$ cat src/rtl/core/tdp_pkg.sv
// ----------------------------------------------------------------------------
// tdp_pkg: shared types and constants for the 2-D parity packet encoder
// Holds the channel item types, the packer-to-queue result bundle and the
// function that forms a 64-bit packet word from 49 data bits.
// ----------------------------------------------------------------------------
package tdp_pkg;

  localparam int unsigned ROW_BITS    = 7;
  localparam int unsigned ROWS        = 7;
  localparam int unsigned PKT_BITS    = ROW_BITS * ROWS;   // 49 data bits
  localparam int unsigned BYTE_BITS   = 8;
  localparam int unsigned WORD_BITS   = 64;
  localparam int unsigned CNT_BITS    = 6;
  // A byte completes a packet when this many bits or more are already held.
  localparam logic [CNT_BITS-1:0] FULL_AT = CNT_BITS'(PKT_BITS - BYTE_BITS);

  typedef struct packed {
    logic [BYTE_BITS-1:0] data_byte;
    logic                 end_of_data;
  } in_item_t;

  typedef struct packed {
    logic [WORD_BITS-1:0] packet_word;
    logic                 final_packet;
  } out_item_t;

  // Up to two results per accepted item; slot 0 is always the earlier one.
  typedef struct packed {
    logic      vld0;
    out_item_t item0;
    logic      vld1;
    out_item_t item1;
  } res_t;

  // Data bit p of the packet sits at d[PKT_BITS-1-p]. Unfilled bits are zero,
  // so each row's parity is simply the XOR of its seven data bits.
  function automatic logic [WORD_BITS-1:0] build_word(input logic [PKT_BITS-1:0] d);
    logic [WORD_BITS-1:0] w;
    logic [ROW_BITS-1:0]  row;
    logic [7:0]           rb;
    logic [7:0]           col;
    w   = '0;
    col = '0;
    for (int r = 0; r < ROWS; r++) begin
      row = d[PKT_BITS-1-ROW_BITS*r -: ROW_BITS];
      rb  = {row, ^row};
      w[WORD_BITS-1-8*r -: 8] = rb;
      col = col ^ rb;
    end
    w[7:0] = col;
    return w;
  endfunction

endpackage

$ cat src/rtl/core/tdp_packer.sv
// ----------------------------------------------------------------------------
// tdp_packer: bit packing and packet formation
// Places each accepted byte into the 49-bit packet store at the current fill
// position and emits a finished packet, plus a flushed partial one at the
// end of a stream.
// ----------------------------------------------------------------------------
module tdp_packer (
  input  logic              clk,
  input  logic              rst_n,
  input  logic              in_fire,
  input  tdp_pkg::in_item_t in_item,
  output tdp_pkg::res_t     res
);

  localparam int unsigned PB = tdp_pkg::PKT_BITS;
  localparam int unsigned BB = tdp_pkg::BYTE_BITS;
  localparam int unsigned CB = tdp_pkg::CNT_BITS;

  logic [PB-1:0]    data_r, data_nxt;
  logic [CB-1:0]    cnt_r, cnt_nxt;
  logic [PB+BB-1:0] merged;
  logic             full;
  logic             last;
  logic [PB-1:0]    rest;

  // Drop the new byte in right after the bits already held.
  assign merged = {data_r, {BB{1'b0}}} | ({in_item.data_byte, {PB{1'b0}}} >> cnt_r);
  assign full   = (cnt_r >= tdp_pkg::FULL_AT);
  assign last   = in_item.end_of_data;
  // Bits that spill past a completed packet start the next one.
  assign rest   = {merged[BB-1:0], {(PB-BB){1'b0}}};

  // Next state of the store and the fill count.
  always_comb begin
    if (last) begin
      data_nxt = '0;
      cnt_nxt  = '0;
    end else if (full) begin
      data_nxt = rest;
      cnt_nxt  = cnt_r - tdp_pkg::FULL_AT;
    end else begin
      data_nxt = merged[PB+BB-1:BB];
      cnt_nxt  = cnt_r + CB'(BB);
    end
  end

  // Results caused by this item, in order.
  always_comb begin
    res = '0;
    res.item0.packet_word = tdp_pkg::build_word(merged[PB+BB-1:BB]);
    res.item1.packet_word = tdp_pkg::build_word(rest);
    res.item1.final_packet = 1'b1;
    if (in_fire) begin
      if (full) begin
        res.vld0 = 1'b1;
        if (last && (cnt_r != tdp_pkg::FULL_AT)) begin
          res.vld1 = 1'b1;
        end else begin
          res.item0.final_packet = last;
        end
      end else if (last) begin
        res.vld0 = 1'b1;
        res.item0.final_packet = 1'b1;
      end
    end
  end

  // Store and count registers.
  always_ff @(posedge clk) begin
    if (!rst_n) begin
      data_r <= '0;
      cnt_r  <= '0;
    end else if (in_fire) begin
      data_r <= data_nxt;
      cnt_r  <= cnt_nxt;
    end
  end

endmodule

$ cat src/rtl/core/tdp_out_fifo.sv
// ----------------------------------------------------------------------------
// tdp_out_fifo: result queue
// Small queue of finished packets that takes up to two items a cycle and
// hands one item a cycle to the result channel while out_stall is low.
// ----------------------------------------------------------------------------
module tdp_out_fifo #(
  parameter int unsigned DEPTH = 4
) (
  input  logic                           clk,
  input  logic                           rst_n,
  input  tdp_pkg::res_t                  wr,
  output logic                           out_valid,
  input  logic                           out_stall,
  output tdp_pkg::out_item_t             out_item,
  output logic [$clog2(DEPTH+1)-1:0]     level
);

  localparam int unsigned AW = $clog2(DEPTH);
  localparam int unsigned CW = $clog2(DEPTH + 1);

  tdp_pkg::out_item_t mem [DEPTH];
  logic [AW-1:0] wr_ptr_r, wr_ptr_nxt, wr_ptr_p1, rd_ptr_r, rd_ptr_nxt;
  logic [CW-1:0] cnt_r, cnt_nxt;
  logic          pop;
  logic [1:0]    n_wr;

  function automatic logic [AW-1:0] incr(input logic [AW-1:0] p);
    return (p == AW'(DEPTH - 1)) ? '0 : p + 1'b1;
  endfunction

  assign wr_ptr_p1 = incr(wr_ptr_r);
  assign n_wr      = {1'b0, wr.vld0} + {1'b0, wr.vld1};
  assign out_valid = (cnt_r != '0);
  assign out_item  = mem[rd_ptr_r];
  assign pop       = out_valid && !out_stall;
  assign level     = cnt_r;

  // Pointer and occupancy bookkeeping.
  always_comb begin
    wr_ptr_nxt = wr_ptr_r;
    if (wr.vld1) begin
      wr_ptr_nxt = incr(wr_ptr_p1);
    end else if (wr.vld0) begin
      wr_ptr_nxt = wr_ptr_p1;
    end
    rd_ptr_nxt = pop ? incr(rd_ptr_r) : rd_ptr_r;
    cnt_nxt    = cnt_r + CW'(n_wr) - CW'(pop);
  end

  always_ff @(posedge clk) begin
    if (!rst_n) begin
      wr_ptr_r <= '0;
      rd_ptr_r <= '0;
      cnt_r    <= '0;
    end else begin
      wr_ptr_r <= wr_ptr_nxt;
      rd_ptr_r <= rd_ptr_nxt;
      cnt_r    <= cnt_nxt;
    end
  end

  // Entry storage; the second result goes one slot after the first.
  always_ff @(posedge clk) begin
    if (wr.vld0) begin
      mem[wr_ptr_r] <= wr.item0;
    end
    if (wr.vld1) begin
      mem[wr_ptr_p1] <= wr.item1;
    end
  end

endmodule

$ cat src/rtl/core/two_d_parity_packet_encoder_core.sv
// ----------------------------------------------------------------------------
// two_d_parity_packet_encoder_core: 7x7 two-dimensional parity encoder
// Packs a byte stream into 64-bit packets of seven parity rows and one
// column parity byte, flushing a zero-padded packet at the end of a stream.
// ----------------------------------------------------------------------------
// The block takes one byte per cycle unless in_stall is high. Each byte is
// merged into the packet store by a single variable shift, and a packet is
// formed with its row and column parity in the same cycle and registered
// in the result queue. Results leave through a queue of FIFO_DEPTH entries
// at one item per cycle unless out_stall is high. A byte may cause two
// results (a full packet and the flushed final one), so in_stall rises
// while fewer than two queue entries are free. FIFO_DEPTH ranges from 3
// to 16; at 4 or more, a byte stream is taken at one item per cycle while
// the result side keeps taking items.
module two_d_parity_packet_encoder_core #(
  parameter int unsigned FIFO_DEPTH = 4
) (
  input  logic               clk,
  input  logic               rst_n,
  input  logic               in_valid,
  output logic               in_stall,
  input  tdp_pkg::in_item_t  in_item,
  output logic               out_valid,
  input  logic               out_stall,
  output tdp_pkg::out_item_t out_item
);

  localparam int unsigned CW = $clog2(FIFO_DEPTH + 1);

  tdp_pkg::res_t res;
  logic [CW-1:0] level;
  logic          in_fire;

  // Hold off input unless the queue can take two results.
  assign in_stall = (level > CW'(FIFO_DEPTH - 2));
  assign in_fire  = in_valid && !in_stall;

  tdp_packer u_packer (
    .clk     (clk),
    .rst_n   (rst_n),
    .in_fire (in_fire),
    .in_item (in_item),
    .res     (res)
  );

  tdp_out_fifo #(
    .DEPTH (FIFO_DEPTH)
  ) u_fifo (
    .clk       (clk),
    .rst_n     (rst_n),
    .wr        (res),
    .out_valid (out_valid),
    .out_stall (out_stall),
    .out_item  (out_item),
    .level     (level)
  );

  // A second result only ever follows a first one in the same cycle.
  a_slot_order: assert property (@(posedge clk) disable iff (!rst_n)
    res.vld1 |-> res.vld0)
    else $error("second result without a first");

  // With two results, only the later one closes the stream.
  a_final_order: assert property (@(posedge clk) disable iff (!rst_n)
    res.vld1 |-> (res.item1.final_packet && !res.item0.final_packet))
    else $error("final packet flag on the wrong result");

  // The stall margin keeps the queue from overflowing.
  a_no_overflow: assert property (@(posedge clk) disable iff (!rst_n)
    level <= CW'(FIFO_DEPTH))
    else $error("result queue overflow");

  // Results are only produced for an accepted item.
  a_res_needs_fire: assert property (@(posedge clk) disable iff (!rst_n)
    res.vld0 |-> in_fire)
    else $error("result without an accepted item");

endmodule
$ cat config.mk
export PLATFORM = sky130hd
export DESIGN_NAME = two_d_parity_packet_encoder_core
export DESIGN_NICKNAME = d
export VERILOG_FILES = /design/src/rtl/core/tdp_pkg.sv /design/src/rtl/core/tdp_packer.sv /design/src/rtl/core/tdp_out_fifo.sv /design/src/rtl/core/two_d_parity_packet_encoder_core.sv
export SDC_FILE = /design/constraint.sdc
export NUM_CORES = 1
export LEC_CHECK = 0
export ABC_AREA = 1
export BUFFER_PORTS_ARGS = -buffer_cell sky130_fd_sc_hd__buf_2
export CAP_MARGIN = 20
export CORE_UTILIZATION = 47
export CTS_BUF_LIST = sky130_fd_sc_hd__clkbuf_8
export DETAILED_ROUTE_END_ITERATION = 7
export PLACE_DENSITY = 0.73
export SYNTH_ARGS = -nofsm -noshare
export SYNTH_HDL_FRONTEND = slang
export SYNTH_HIERARCHICAL = 1
export SYNTH_SLANG_ARGS = --single-unit
$ cat constraint.sdc
create_clock -name clk -period 5.8 [get_ports clk]
set_clock_uncertainty 0.15 [all_clocks]
set_input_delay 0.58 -clock clk [delete_from_list [all_inputs] [get_ports clk]]
set_output_delay 0.58 -clock clk [all_outputs]
set_load 0.005 [all_outputs]
Word level (Yosys, flattened, before mapping):

Memories as Yosys holds them, arrays and structs flattened. A register that Yosys moved wholly into a read port is not among the register bits.
Index checks and enable logic that the tools add are counted.
Widths: inputs -> output; s select.

* register bits after elaboration: 62
* RAM bits: 260
* bits of input ports: 13
* output and inout port bits: 67
* logic and storage cells: 68
* memories kept: 1

* add/subtract/negate cells: 8
* order comparisons: 2
* equality and inequality tests: 4
* shift operators: 1
* multiplexer cells: 23
* bitwise gates (word level): 8
* reduce and logical (&&, ||, !) cells: 16

Memories
* u_fifo.mem: words 4, width 65, read ports 1, clocked after memory_dff 1, write ports 2, RTL line tdp_out_fifo.sv:21 `tdp_pkg::out_item_t mem [DEPTH];`

Operator list (number)
* $mux 49: 2
* $reduce_xor 7->1: 9
* $or 57x57->57: 1
* $shr 57x6->57: 1
* $xor 8x8->8: 7
* $mux 2: 8
* $mux 6: 2
* $mux 1: 11
* $add 2x1->2 const B: 3
* $add 6x4->6 const B: 1
* $eq 2x2->1 const B: 3
* $ge 6x6->1 const B: 1
* $ne 6x6->1 const B: 1
* $sub 6x6->6 const B: 1
* $add 3x2->3: 1
* $gt 3x2->1 const B: 1
* $logic_and 1x1->1: 3
* $reduce_bool 3->1: 1
* $sub 3x1->3: 1
* $add 1x1->2: 1
* $logic_not 1->1: 2
* $reduce_bool 2->1: 1

Longest topological paths before layout:

Gate-level depths: netlist of run 1.

* depth after elaboration: 9
* depth in mapped cells: 27
* mapped depth without buffers: 25

Hierarchy:

Netlist of run 1, hierarchy kept.

Modules (own cells, without submodules)
* tdp_out_fifo: times used 1, cells an instance 1347, area each 13334.0 µm², seq. area each 7987.7 µm²
* tdp_packer: times used 1, cells an instance 878, area each 5430.2 µm², seq. area each 1101.1 µm²
* two_d_parity_packet_encoder_core: times used 1, cells an instance 5, area each 23.8 µm², seq. area each 0.0 µm²

Least setup slack after synthesis of run 1:

Ideal clock, no wire load.

* path kind: register to register
* start point: register u_packer.cnt_r[5]
* end point: memory u_fifo/mem[3][0] (netlist name) (enable)
* setup time: 0.496 ns
* arrival time: 4.490 ns
* data required time: 5.154 ns
* slack: 0.664 ns
* stages on the path, launching flop included: 9
* buffers on the path: 2
* period minus slack after synthesis: 5.136 ns
* cells stage by stage: dfxtp_1 > buf_2 > buf_1 > o21ai_0 > nand3_1 > nand2_1 > nand2_1 > inv_1 > o21ai_1

RTL lines
* start, declared: RTL line tdp_packer.sv:20 `logic [CB-1:0] cnt_r, cnt_nxt;`
* start signal, assigned: RTL line tdp_packer.sv:75 `cnt_r <= cnt_nxt;`
* end, declared: RTL line tdp_out_fifo.sv:21

==> results.md, run 1 <==
- Final setup viols: 0
- Max-cap viol count: 0
- Met2 Usage GRT: 0.396
- WP data arrival: 4.36 ns
- Post-route ant nets: 0
- Hold buffers post-CTS: 0
- Syn Std Cell Area: 18800 um2
- YS warnings: 6
- CTS H-tree depth: 2
- Post-cts sizing count: 0
- Share of cells above drive strength 1: 0.134
- Synth cell types: 49
- Starting Density: 0.482
- Fmax: 239 MHz
- Core Region: 39000 um2
- Min Hold Slack: 0.180 ns
- Leak Pwr: 7.70 nW
- Area growth from synthesis to layout: 6.75%
- Vias/cell: 5.43
- First drt pass iteration count: 6
- Area contributors post-synth: edfxtp_1 42%, nand2_1 11%, dfxtp_1 6.8%, o21ai_0 5.6%, o21ai_1 5.0%
- FP Rows: 72
- Overflow after GRT: 0
- CP Max Fanout: 40
- Most frequent cells in the layout: 536 x nand2_1, 260 x edfxtp_1, 212 x o21ai_0
- Largest net degree at the start of global routing: 88
- Worst vdd ir: 0.216 mV
- Clock Tree Buf Depth: 3
- Iteration-0 DRC Markers: 1400
- Die Wd: 202 um
- CTS tree: done
- Clk slew on worst S/H paths: 0.07 ns
- Sequential Area: 9090 um2
- Placer congestion estimate: 0.983
- CP startpoint kind: register
- Top cell type's share of synthesized area: 0.416
- CTS Sinks: 324
- Avg Inst Size Synth: 8.43 um2
- Fin crit share: 0.722
- Sequential area share after synthesis: 0.484
- Final hold vios: 0
- Crit-path most repeated cell: nand2_1
- Slowest stage delay, CP: 0.76 ns
- I/O pin cnt: 80
- Filler Cell Count: 3635
- Outcome: complete, no violations
- Buf+Inv Stages, Crit Path: 3
- HPWL after DPL: 32300 um
- Cell class contributing the biggest share of worst-path delay: simple AND/OR/NAND/NOR gates
- Synthesized instance count: 2230
- RSZ-0062 raised after global routing: no
- Via count of the first global-routing pass: 14.2k
- Global-route wire length before repair: 76000 um
- DR WL/cell: 17.6 um
- Kind of critical path: reg2reg
- Cell taking the most area after synthesis: edfxtp_1
- GRT met1 Usage: 0.314
- Clk_lat worst skew: 0.62 ns
- CP Capture Type: register
- # diodes: 0
- DRT Wirelength: 49300 um
- Height of the die: 202 um
- Hold crit path type: in2reg
- Routed vias: 15.2k
- Gr busiest metal: met2
- GRT Total Usage: 0.238
- DR DRC count: 0
- Post-route minimum period: 4.19 ns
- Critical Path RT: 5.97 ns
- Nets: 2269
- Pwr dens: 370 nW/um2
- Slew of the pin with the lowest slew margin: 0.996 ns
- Setup TNS: 0 ns
- I/O Buffers: 79
- Flops & latches, synth: 324
- Slew Limit Headroom: 0.336
- Max Slew Vio Count: 0
- Commonest non-fill, non-tap cell in the layout: nand2_1
- Postcts setup bufs: 0
- Multi-input logic area: 7990 um2
- Cts bufs inserted: 54
- Met3 Usage GRT: 0.0440
- Clk root buf: clkbuf_8
- Initial antenna violation count: 0
- Die area: 40800 um2
- Cell breakdown of the critical path: inv_2 > nor2_2 > nand4_1 > nand2_1 > inv_1 > nand2_1 > nand2_1 > nand2_1 > nand2_1 > nand2_1 > nand2_2 > nand2_1 > nand2_1 > inv_1 > nand3_1 > nand3_1 > nand2_1 > nand2_1 > o21ai_1
- Max stage delay cell, worst path: dfxtp_1
cells in the mapped netlist (all sizes together):
| master | n |
|---|---|
| a211oi | 27 |
| a21boi | 1 |
| a21o | 2 |
| a21oi | 36 |
| a22oi | 4 |
| a31oi | 1 |
| buf | 148 |
| clkbuf | 38 |
| clkinv | 2 |
| conb | 2 |
| dfxtp | 64 |
| edfxtp | 260 |
| fa | 2 |
| ha | 11 |
| inv | 193 |
| nand2 | 575 |
| nand3 | 106 |
| nand3b | 2 |
| nand4 | 26 |
| nor2 | 185 |
| nor3 | 10 |
| nor3b | 6 |
| o21ai | 403 |
| o21bai | 2 |
| o221ai | 1 |
| o22ai | 65 |
| o32ai | 1 |
| or2 | 1 |
| xnor2 | 16 |
| xor2 | 40 |
power by group:
group	switching (mW)	internal (mW)	leakage [nW]
logic	1.67	0.900	4.18
registers	0.127	2.77	2.93
clock network	0.933	1.02	0.580
stage by stage:
step,power (mW),utilization,instance area [um2],std cells,setup WS (ns)
2_1_floorplan,4.74,-,19000,2275,0.664
3_3_place_gp,5.42,0.488,19000,2705,1.77
3_5_place_dp,5.50,0.488,19000,2705,1.65
4_1_cts,7.45,0.514,20100,2802,1.66
5_1_grt,7.86,0.514,20100,2802,1.28
6_report,7.42,0.514,20100,2802,1.61
cells by family after synthesis:
| logic type | Yosys count | share of synthesized area |
|---|---|---|
| compound gates | 543 | 0.166 |
| other cells | 2 | 0.000400 |
| simple gates | 911 | 0.212 |
| fa+ha+maj | 13 | 0.00946 |
| flops | 324 | 0.484 |
| buf+inv | 381 | 0.102 |
| xor+xnor | 56 | 0.0261 |
worst reg2reg max path: stages, from the launching register on:
cell and delay [ns]:
dfxtp_1 0.76, inv_2 0.49, nor2_2 0.66, nand4_1 0.21, nand2_1 0.34, inv_1 0.14, nand2_1 0.11, nand2_1 0.08
nand2_1 0.07, nand2_1 0.07, nand2_1 0.08, nand2_2 0.09, nand2_1 0.07, nand2_1 0.06, inv_1 0.05, nand3_1 0.09
nand3_1 0.10, nand2_1 0.10, nand2_1 0.08, o21ai_1 0.08
routing by layer:
metal,vias to the layer above,wire length [um]
met2,550,23500
met4,0,1120
li1,7483,-
met1,7090,21200
met3,83,3530
met5,-,0
worst paths after layout:
| kind | depth (start not counted) | startpoint | slack (ns) | endpoint |
|---|---|---|---|---|
| hold reg to reg | 2 | u_packer/data_r[36] | 0.32 | u_packer/data_r[36] |
| setup reg to reg | 19 | u_packer/cnt_r[4] | 1.61 | u_fifo/mem[2][1] |
| setup / recovery | 19 | u_packer/cnt_r[4] | 1.61 | u_fifo/mem[2][1] |
| hold / removal | 3 | rst_n | 0.18 | u_fifo/wr_ptr_r[1] |
state kept, by name, indices dropped and copies added, names as in the netlist, named ones only:
signal and flops:
u_packer/cnt_r 6, u_fifo/wr_ptr_r 2, u_fifo/level 3, u_fifo/rd_ptr_r 2, u_fifo/mem 260, u_packer/data_r 49
cell type report:
cell class / count / share of cell area
flip-flops and latches: 324 / 0.453
multi-input cells: 1570 / 0.398
clock buffers: 59 / 0.0405
inverters: 195 / 0.0370
well taps: 518 / 0.0323
repair buffers: 98 / 0.0275
clock inverters: 38 / 0.0110
Power figures use the tool's default switching activity.
==> run 2, diff against run 1 <==
==> constraint.sdc (replaced) <==
create_clock -name clk -period 4.1 [get_ports clk]
set_clock_uncertainty 0.15 [all_clocks]
set_input_delay 0.41 -clock clk [delete_from_list [all_inputs] [get_ports clk]]
set_output_delay 0.41 -clock clk [all_outputs]
set_load 0.005 [all_outputs]
==> run 2 against run 1 <==
Net effect:
- maximum frequency increased by 14%
- sequential share of layout area down 0.89 points
- clock power rose by 40%
- highest routed layer unchanged
- register-to-register slack worse by 1.2 ns
- critical path depth up 3
==> results.md, run 2 (synthesized netlist as in run 1, its figures left out) <==
- Core Region: 39000 um2 (unchanged)
- Worst vdd ir: 0.302 mV (+40%)
- Biggest register: u_fifo/mem
- Fmax: 273 MHz (+14%)
- Reg2reg path depth: 22 (+3)
- Commonest non-fill, non-tap cell in the layout: nand2_1
- M1 WL: 22500 um (+6.3%)
- Cts bufs inserted: 55 (+1.9%)
- Placer congestion estimate: 0.973 (-1.1%)
- Slew of the pin with the lowest slew margin: 0.951 ns (-0.0448 ns)
- Post-cts sizing count: 0 (unchanged)
- Pwr dens: 519 nW/um2 (+40%)
- Clock Tree Buf Depth: 3 (unchanged)
- Starting Density: 0.482 (unchanged)
- Routed length on met3: 4140 um (+17%)
- Outcome: complete, no violations
- CP Max Fanout: 11 (-73%)
- Die Wd: 202 um (unchanged)
- Largest registers: u_fifo/mem x260, u_packer/data_r x49, u_packer/cnt_r x6
- Final setup margin: 0.444 ns (-1.17 ns)
- DR WL/cell: 18.3 um (+4.1%)
- CTS H-tree depth: 2 (unchanged)
- Top sig layer: met4
- Critical Path RT: 4.32 ns (-1.65 ns)
- Initial antenna violation count: 0 (unchanged)
- Setup TNS: 0 ns (unchanged)
- First drt pass iteration count: 5 (-1)
- Post-route minimum period: 3.66 ns (-0.529 ns)
- Leak Pwr: 7.95 nW (+3.2%)
- Overflow after GRT: 0 (unchanged)
- Post-route ant nets: 0 (unchanged)
- CP startpoint kind: register
- Area growth from synthesis to layout: 8.89%
- CTS Sinks: 324 (unchanged)
- Clk root buf: clkbuf_8
- Hold buffers post-CTS: 2 (+2)
- WP data arrival: 3.87 ns (-0.49 ns)
- I/O pin cnt: 80 (unchanged)
- GRT Total Usage: 0.254 (+0.0159)
- I/O Buffers: 79 (unchanged)
- FP Rows: 72 (unchanged)
- Slew Limit Headroom: 0.365 (+0.0289)
- Nets: 2305 (+1.6%)
- HPWL after DPL: 33800 um (+4.8%)
- Clk slew on worst S/H paths: 0.06 ns (about the same)
- Largest net degree at the start of global routing: 131 (+49%)
- Overall power: 10.6 mW (+43%)
- Pre-CTS setup slack: 0.605 ns (-1.05 ns)
- Clk_lat worst skew: 0.63 ns (about the same)
- RSZ-0062 raised after global routing: no
- WHS Path Cells: 4 (+1)
- Height of the die: 202 um (unchanged)
- Postcts setup bufs: 0 (unchanged)
- # diodes: 0 (unchanged)
- Met2 routed wirelength: 24500 um (+4.0%)
- Max-cap viol count: 0 (unchanged)
- Max reg flops: 260 (unchanged)
- DR DRC count: 0 (unchanged)
- Reg2reg setup slack: 0.44 ns (-1.17 ns)
- Vias/cell: 5.54 (+2.0%)
- Filler Cell Count: 3634 (-0.028%)
- Fin crit share: 0.892 (+0.170)
- Final setup viols: 0 (unchanged)
- Final hold vios: 0 (unchanged)
- Global-route wire length before repair: 81200 um (+6.8%)
- Routed vias: 15.7k (+3.5%)
- CP Capture Type: register
- Share of cells above drive strength 1: 0.143 (+0.00931)
- Most frequent cells in the layout: 536 x nand2_1, 260 x edfxtp_1, 212 x o21ai_0
- CTS tree: done
- Max Slew Vio Count: 0 (unchanged)
- Die area: 40800 um2 (unchanged)
- DRT Wirelength: 52100 um (+5.6%)
- Via count of the first global-routing pass: 14.7k (+3.4%)
- Hold crit path type: in2reg
- Iteration-0 DRC Markers: 1353 (-3.4%)
- Kind of critical path: reg2reg
run 2: worst paths after layout:
| kind | startpoint | to |
|---|---|---|
| worst max-delay path | u_packer/cnt_r[1] | u_fifo/mem[0][1] |
| worst min-delay path | in_item[0] | u_packer/cnt_r[1] |
| worst max register to register | u_packer/cnt_r[1] | u_fifo/mem[0][1] |
| worst min register to register | u_packer/data_r[5] | u_packer/data_r[5] |
run 2: critical path: stages, from the launching register on:
cell	delay [ns]
dfxtp_1	0.58
buf_4	0.24
nand3_1	0.18
nand3_1	0.15
nand2_2	0.15
nand4_1	0.15
nand2_1	0.19
inv_1	0.21
nand2_1	0.11
nand2_1	0.07
nand2_1	0.05
nand2_1	0.11
nand3_1	0.08
nand2_1	0.17
nand2_1	0.10
nand2_1	0.07
nand2_1	0.05
nand2_1	0.19
inv_1	0.06
nand2_1	0.06
nand2_1	0.09
nand2_1	0.10
o21ai_1	0.07
run 2: final cells by class:
cell class                      instances  area (um2)  area share
Sequential cell                       324        9090       0.444
Multi-Input combinational cell       1570        7990       0.390
Timing Repair Buffer                  133         956      0.0467
Clock buffer                           58         798      0.0390
Inverter                              195         742      0.0363
Tap cell                              518         648      0.0317
Clock inverter                         44         233      0.0114
run 2: metrics by stage:
step	utilization	instances	hold slack [ns]	instance area [um2]
2_1_floorplan	-	2275	0.285	19000
3_3_place_gp	0.498	2738	0.301	19400
3_5_place_dp	0.498	2738	0.301	19400
4_1_cts	0.524	2842	0.0483	20500
5_1_grt	0.524	2842	0.0823	20500
6_report	0.524	2842	0.0931	20500
run 2: routing by layer:
metal  global-route usage  vias to the layer above
met1                0.348                     7429
met5                    0                        -
met4               0.0777                        0
met2                0.410                      671
li1                     -                     7562
met3               0.0437                       70
run 2: power by group:
part	internal (mW)	switching, mW	total [mW]
combinational	1.36	2.53	3.88
clock	1.43	1.32	2.75
sequential	3.92	0.0747	3.99
==> run 3, diff against run 2 <==
--- a/config.mk
+++ b/config.mk
@@ -7,11 +7,10 @@
 export LEC_CHECK = 0
 export ABC_AREA = 1
 export BUFFER_PORTS_ARGS = -buffer_cell sky130_fd_sc_hd__buf_2
-export CAP_MARGIN = 20
-export CORE_UTILIZATION = 47
+export CORE_UTILIZATION = 60
 export CTS_BUF_LIST = sky130_fd_sc_hd__clkbuf_8
 export DETAILED_ROUTE_END_ITERATION = 7
-export PLACE_DENSITY = 0.73
+export PLACE_DENSITY = 0.87
 export SYNTH_ARGS = -nofsm -noshare
 export SYNTH_HDL_FRONTEND = slang
 export SYNTH_HIERARCHICAL = 1
==> run 3 against run 2 <==
Net effect:
- utilization is 13 points higher
- critical path depth is 2 higher
- die area is 21% lower
- first-iteration DRC count is 21% higher
- global-route usage is 6.9 points higher
- worst setup slack worse by 0.060 ns
- final area is 2.1% lower
- sequential share of layout area is 0.94 points higher
- clock power is 5% lower
- via count is 1.9% higher
- critical endpoint is now u_fifo/mem[1][1]
- largest power group unchanged
- highest routed layer unchanged
==> results.md, run 3 (synthesized netlist as in run 1, its figures left out) <==
- CP Capture Type: register
- Clk slew on worst S/H paths: 0.06 ns (about the same)
- FP Rows: 64 (-11%)
- Kind of critical path: reg2reg
- Post-route ant nets: 0 (unchanged)
- CTS Sinks: 324 (unchanged)
- Core Region: 30700 um2 (-21%)
- Max-cap viol count: 0 (unchanged)
- Biggest register: u_fifo/mem
- Post-route minimum period: 3.72 ns (+0.0595 ns)
- Most frequent cells in the layout: 536 x nand2_1, 260 x edfxtp_1, 212 x o21ai_0
- Clock Tree Buf Depth: 3 (unchanged)
- CTS H-tree depth: 2 (unchanged)
- CP Max Fanout: 12 (+1)
- Fin crit share: 0.906 (+0.0145)
- Hold buffers post-CTS: 0 (-2)
- Placer congestion estimate: 1.03 (+5.7%)
- First drt pass iteration count: 6 (+1)
- CP startpoint kind: register
- Design Area, Final: 20000 um2 (-2.1%)
- Commonest non-fill, non-tap cell in the layout: nand2_1
- Hold crit path type: in2reg
- RSZ-0062 raised after global routing: no
- Iteration-0 DRC Markers: 1635 (+21%)
- Outcome: complete, no violations
- I/O pin cnt: 80 (unchanged)
- Critical Path RT: 4.27 ns (-0.05 ns)
- DR DRC count: 0 (unchanged)
- Pwr dens: 519 nW/um2 (about the same)
- Post-cts sizing count: 0 (unchanged)
- Slew of the pin with the lowest slew margin: 0.916 ns (-0.0349 ns)
- Postcts setup bufs: 0 (unchanged)
- HPWL after DPL: 34000 um (+0.40%)
- Placed Area: 19100 um2 (-1.7%)
- Filler Cell Count: 2444 (-33%)
- Share of cells above drive strength 1: 0.138 (-0.00533)
- Final hold vios: 0 (unchanged)
- Largest net degree at the start of global routing: 75 (-43%)
- Routed vias: 16.0k (+1.9%)
- Nets: 2287 (-0.78%)
- Vias/cell: 5.93 (+7.1%)
- Global-route wire length before repair: 80300 um (-1.1%)
- Max Slew Vio Count: 0 (unchanged)
- Worst vdd ir: 0.340 mV (+13%)
- Overflow after GRT: 0 (unchanged)
- DRT Wirelength: 50800 um (-2.5%)
- Clk_lat worst skew: 0.59 ns (-0.04 ns)
- Starting Density: 0.613 (+0.131)
- Die area: 32000 um2 (-21%)
- Height of the die: 179 um (-11%)
- DR WL/cell: 18.8 um (+2.5%)
- Final setup viols: 0 (unchanged)
- Sequential Area: 9090 um2 (unchanged)
- Die Wd: 179 um (-11%)
- Clk root buf: clkbuf_8
- Setup TNS: 0 ns (unchanged)
- I/O Buffers: 79 (unchanged)
- Initial antenna violation count: 1 (+1)
- Area growth from synthesis to layout: 6.63%
- WP data arrival: 3.88 ns (about the same)
- Fmax: 269 MHz (-1.6%)
- Leak Pwr: 7.80 nW (-1.9%)
- GRT Total Usage: 0.323 (+0.0687)
- Multi-input logic area: 7990 um2 (unchanged)
- CTS tree: done
- Slew Limit Headroom: 0.388 (+0.0225)
- Largest registers: u_fifo/mem x260, u_packer/data_r x49, u_packer/cnt_r x6
- Via count of the first global-routing pass: 15.5k (+5.9%)
- Max reg flops: 260 (unchanged)
- Cts bufs inserted: 52 (-5.5%)
run 3: path summary, 6_finish.rpt:
| kind | start | end | slack (ns) | depth (start not counted) |
|---|---|---|---|---|
| worst max-delay path | u_packer/cnt_r[0] | u_fifo/mem[1][1] | 0.38 | 24 |
| worst min-delay path | rst_n | u_fifo/level[1] | 0.02 | 3 |
| worst max register to register | u_packer/cnt_r[0] | u_fifo/mem[1][1] | 0.38 | 24 |
| worst min register to register | u_packer/data_r[1] | u_packer/data_r[1] | 0.32 | 2 |
run 3: routing by layer:
layer | wire [um] | GRT usage
met1 | 20000 | 0.414
met2 | 24600 | 0.548
met3 | 4570 | 0.0488
met4 | 1640 | 0.124
met5 | 0 | 0
run 3: through the flow:
step / setup slack [ns] / hold WS [ns] / instances / util / power, mW
floorplan: 0.206 / 0.285 / 2275 / - / 6.71
CTS: 0.555 / 0.000659 / 2701 / 0.653 / 10.4
finish: 0.384 / 0.0163 / 2702 / 0.653 / 10.4
detailed placement: 0.575 / 0.308 / 2603 / 0.622 / 7.82
global route: 0.208 / 0.0185 / 2702 / 0.653 / 11.0
global placement: 0.716 / 0.303 / 2603 / 0.622 / 7.68
run 3: where the power goes:
group	total [mW]	switching (mW)	internal (mW)
clock	2.60	1.30	1.31
sequential	3.99	0.0773	3.92
combinational	3.81	2.50	1.31
run 3: area by class of cell:
class | instances | share of cell area
Inverter | 195 | 0.0370
Multi-Input combinational cell | 1570 | 0.399
Sequential cell | 324 | 0.454
Antenna cell | 1 | 0.000125
Tap cell | 396 | 0.0247
Timing Repair Buffer | 118 | 0.0375
Clock buffer | 55 | 0.0378
Clock inverter | 43 | 0.0102
run 3: critical path: stages (launching register included):
cell and delay, ns:
dfxtp_1 0.47, buf_4 0.23, nand2_1 0.10, nand3_2 0.09, nand3_1 0.08, nand2_1 0.23
nand3_1 0.15, nand2_1 0.23, nand2_1 0.09, nand2_1 0.25, nand2_1 0.13, nand2_1 0.09
nand2_1 0.05, nand2_1 0.09, nand2_1 0.06, nand2_1 0.17, nand2_1 0.12, nand2_1 0.08
nand2_1 0.05, nand2_1 0.15, inv_1 0.06, nand2_1 0.05, nand2_1 0.10, nand2_1 0.09
o21ai_1 0.08
